File: src/plb_pkg.sv
// Shared types, constants and helpers for the price level book.
`default_nettype none

package plb_pkg;

  // Book geometry and field widths
  localparam int unsigned LEVELS   = 100;
  localparam int unsigned PRICE_W  = 7;
  localparam int unsigned QTY_W    = 31;
  localparam int unsigned CHG_W    = 32;
  localparam int unsigned SPREAD_W = 8;
  localparam int unsigned MID_W    = 8;

  typedef logic [PRICE_W-1:0] price_t;
  typedef logic [QTY_W-1:0]   qty_t;

  localparam price_t PRICE_MIN = 7'd1;
  localparam price_t PRICE_MAX = 7'd99;
  localparam price_t PRICE_PAR = 7'd100;
  localparam qty_t   QTY_MAX   = '1;

  typedef enum logic {
    CMD_DELTA = 1'b0,
    CMD_CLEAR = 1'b1
  } cmd_e;

  typedef enum logic {
    SIDE_YES = 1'b0,
    SIDE_NO  = 1'b1
  } side_e;

  // Level write request: set stores qty and marks present, else erases
  typedef struct packed {
    logic   we;
    logic   set;
    price_t addr;
    qty_t   qty;
  } lvl_wr_t;

  // Highest present level of one side
  typedef struct packed {
    logic   present;
    price_t price;
  } top_t;

  function automatic logic price_in_range(price_t p);
    return (p >= PRICE_MIN) && (p <= PRICE_MAX);
  endfunction

endpackage

`default_nettype wire

File: src/plb_level_update.sv
// Read-modify-write arithmetic for one level: add, erase, saturate, clear.
`default_nettype none

module plb_level_update (
  input  logic                         vld_i,
  input  logic                         command_i,
  input  plb_pkg::price_t              price_i,
  input  logic [plb_pkg::CHG_W-1:0]    change_i,
  input  plb_pkg::qty_t                cur_qty_i,
  output plb_pkg::lvl_wr_t             wr_o,
  output logic                         clear_o
);
  import plb_pkg::*;

  localparam int unsigned SUM_W = QTY_W + 3;

  logic signed [SUM_W-1:0] sum;
  logic                    chg_nonpos;
  logic                    skip;
  logic                    is_delta;

  // Widened signed sum of the present quantity and the change
  assign sum = $signed({3'b000, cur_qty_i}) +
               $signed({{(SUM_W-CHG_W){change_i[CHG_W-1]}}, change_i});

  // An absent level is only created by a positive change
  assign chg_nonpos = change_i[CHG_W-1] || (change_i == '0);
  assign skip       = (cur_qty_i == '0) && chg_nonpos;
  assign is_delta   = (command_i == CMD_DELTA);

  always_comb begin
    wr_o      = '0;
    wr_o.addr = price_i;
    wr_o.we   = vld_i && is_delta && price_in_range(price_i) && !skip;
    wr_o.set  = !sum[SUM_W-1] && (sum != '0);
    if (sum > $signed({3'b000, QTY_MAX})) begin
      wr_o.qty = QTY_MAX;
    end else begin
      wr_o.qty = sum[QTY_W-1:0];
    end
  end

  assign clear_o = vld_i && (command_i == CMD_CLEAR);

endmodule

`default_nettype wire

File: config.mk
export PLATFORM = sky130hd
export DESIGN_NAME = plb_level_update
export DESIGN_NICKNAME = d
export VERILOG_FILES = /design/src/plb_pkg.sv /design/src/plb_level_update.sv
export SDC_FILE = /design/constraint.sdc
export NUM_CORES = 1
export LEC_CHECK = 0
export ABC_CLOCK_PERIOD_IN_PS = 5300
export BUFFER_PORTS_ARGS = -buffer_cell sky130_fd_sc_hd__buf_2
export CAP_MARGIN = 20
export CORE_MARGIN = 1.5
export CORE_UTILIZATION = 55
export DETAILED_ROUTE_END_ITERATION = 6
export GPL_ROUTABILITY_DRIVEN = 0
export PLACE_DENSITY = 0.94
export RECOVER_POWER = 25
export SLEW_MARGIN = 10
export SYNTH_ARGS = -nofsm -noshare
export SYNTH_HDL_FRONTEND = slang
export SYNTH_SLANG_ARGS = --single-unit
File: constraint.sdc
create_clock -name vclk -period 5.3
set_input_delay 0.53 -clock vclk [all_inputs]
set_output_delay 0.53 -clock vclk [all_outputs]
set_load 0.01 [all_outputs]
Word level (Yosys, flattened, before mapping)
Index checks and enable logic that the tools add are counted.

storage, ports and cells
  bits in registers = 0
  output and inout port bits = 41
  logic and storage cells = 19

operators by class
  add/subtract/negate cells = 1
  order comparisons = 3
  mux-type cells = 1
  bitwise logic cells = 1
  reductions and logical operators = 13

operators with widths
  cell                    number
  $reduce_bool A34 Y1     1
  $add A32 B32 Y33        1
  $gt A33 B32 Y1 const B  1
  $logic_not A32 Y1       1
  $logic_not A31 Y1       1
  $mux W31                1
  $ge A7 B1 Y1 const B    1
  $le A7 B7 Y1 const B    1
  $logic_and A1 B1 Y1     7
  $logic_not A1 Y1        2
  $logic_or A1 B1 Y1      1
  $not A1 Y1              1

Depth between registers and ports, before layout
  depth after elaboration = 5
  mapped depth = 14
  gate-level depth less buffers = 12

Worst setup path before layout
Ideal clock, no wire load.

  path kind = input -> output
  start point = input change_i[0] (netlist bit)
  end point = output wr_o[38] (netlist bit)
  data arrival time = 3.122 ns
  setup slack = 1.648 ns
  stages = 12
  path through = ha_1 > inv_1 > fa_1 > nand2b_1 > a211oi_1 > o21ai_0 > a21boi_0 > o2111ai_1 > nor4bb_1 > nand4_1 > nor4_1 > a21boi_0

RTL lines
  element      line                    source
  from (decl)  plb_level_update.sv:8   input logic [plb_pkg::CHG_W-1:0] change_i,
  to (decl)    plb_level_update.sv:10  output plb_pkg::lvl_wr_t wr_o,

==> run metrics <==
status finished clean; syn nets 490; DRC viols 0; Final Hold Viols 0; startpoint types input port; crit end category output pin; vias per std cell 6.78; I/O pins 113; Worst-Margin Slew 0.729 ns; P_sw 0.000280 W; Bufs and invs on worst path 3; VDD IR max 0.0000640 V; initial core utilization 0.574; Area Overhead vs Synth 19.1%; IO Port Bufs 113; vias in the first global route 3114; area share of the largest cell type after synthesis 0.154; CP max FO 6; fin nets 582; Reg power frac 0; overall routing resource usage 0.334; setup ws final 0.706 ns; CP Class input port to output pin; DRT iter0 DRCs 307; Post-CTS Setup Bufs 0; Leakage 1.37 nW; cts-stage hold buffer count 0; wire per inst 16.8 um; Setup TNS 0 ns; Inst Count DP 528; layout cell share with drive strength beyond 1 0.231; largest net degree at the start of global routing 28; worst path cell trace buf_2 > ha_1 > inv_1 > fa_1 > nand2b_1 > a211oi_1 > o21ai_0 > a21boi_0 > o2111ai_1 > nor4bb_1 > nand4_1 > nor4_1 > a21boi_0 > buf_2; first-pass GRT wire length 14.2 mm; Critical Path AT 4.06 ns; die area 4990 sq um; CP peak stage delay 0.57 ns; Mapped Area 2520 sq um; drt first pass iters 5; # setup viols final 0; Total Wirelength 8.85 mm; std cell rows 24; Cell Pwr Density 153 nW/um^2; slowest CP cell a211oi_1; Ant. Diodes 0; die width 70.6 um; DP HPWL 7.40 mm; register area share after synthesis 0; seq_cells 0; antenna violation net count after detailed routing 0; clock share of power 0; Cell variety after synth 55; relative slew slack 0.514; Comb pwr share 1.000; Max-cap violations 0; Min Hold Slack 1.28 ns; Post-Place Cell Area 3010 sq um; Worst Hold Class input port to output pin; Final min period 4.59 ns; Synth top cells by count nand2_1, nor2_1, a21oi_1; pre-CTS setup slack 0.878 ns; initial antenna violation count 0; syn avg cell area 6.52 sq um; fmax 218 MHz; Die Ht 70.6 um; clkbuf count 0; Slew Viols, Final 0; Net Sw Frac 0.609; Worst EP required 4.77 ns; Warnings, synthesis 0; Post-Layout Cell Count 528; Crit path max-delay family compound AO/OA/AOI/OAI gates; Core ar. 4380 sq um; cell taking the most area after synthesis ha_1; register area 0 sq um; Period Utilization, post-route 0.867; post-route cell area 3000 sq um; Gate Count Post-Synth 386; cell with the most instances after synthesis nand2_1; Internal 0.000180 W; gr ovfl total 0; # resized after CTS 0; RSZ-0062 raised after global routing false; ranking of synthesized cells by area ha_1, nand2_1, a21oi_1, o21ai_0, nor2_1; via count 3580
final cells by class:
class	count	area, sq um
multi-input cells	352	2340
well taps	52	65.1
fillers	393	1390
repair buffers	113	553
inverters	11	41.3
per-layer routing:
metal | vias to the layer above | GRT usage | routed length, um
met1 | 1620 | 0.433 | 3490
met4 | 0 | 0.0943 | 276
met2 | 267 | 0.588 | 4060
li1 | 1661 | - | -
met3 | 32 | 0.0356 | 1020
met5 | - | 0 | 0
power by group through the flow:
| stage | Clock [W] | Combinational, W | Sequential, W |
|---|---|---|---|
| floorplan | 0 | 0.000301 | 0 |
| global placement | 0 | 0.000433 | 0 |
| detailed placement | 0 | 0.000444 | 0 |
| CTS | 0 | 0.000446 | 0 |
| global route | 0 | 0.000496 | 0 |
| finish | 0 | 0.000459 | 0 |
kinds of logic after synthesis:
family	Yosys count	share of synthesized area
simple gates	170	0.334
compound gates	127	0.352
buf+inv	34	0.0706
fa+ha+maj	32	0.162
xor+xnor	20	0.0696
mux	3	0.0119
layout by cell type, fill, tap and decap left out, types with 4 or more instances in the layout:
master,n
ha_1,31
xor2_1,9
nor3_1,12
nand2b_1,9
a21oi_1,32
a21boi_0,4
a21o_1,7
o21bai_1,6
o21ai_0,26
nand4_1,16
a221o_1,4
buf_2,103
nand3_1,5
nor2_1,34
nand2_1,55
a31oi_1,4
clkbuf_1,10
xnor2_1,11
a211oi_1,5
nor4_1,19
o211ai_1,9
inv_1,11
per-stage QoR:
stage,total power (W),utilization
after global placement,0.000433,0.687
final,0.000459,0.684
after global routing,0.000496,0.684
after detailed placement,0.000444,0.687
after floorplan,0.000301,-
after CTS,0.000446,0.687
final timing paths:
path / start / to / slack (ns) / cells after the start
worst max-delay path: change_i[0] / wr_o[38] / 0.71 / 14
worst min-delay path: price_i[2] / wr_o[33] / 1.28 / 2
Power figures use the tool's default switching activity.
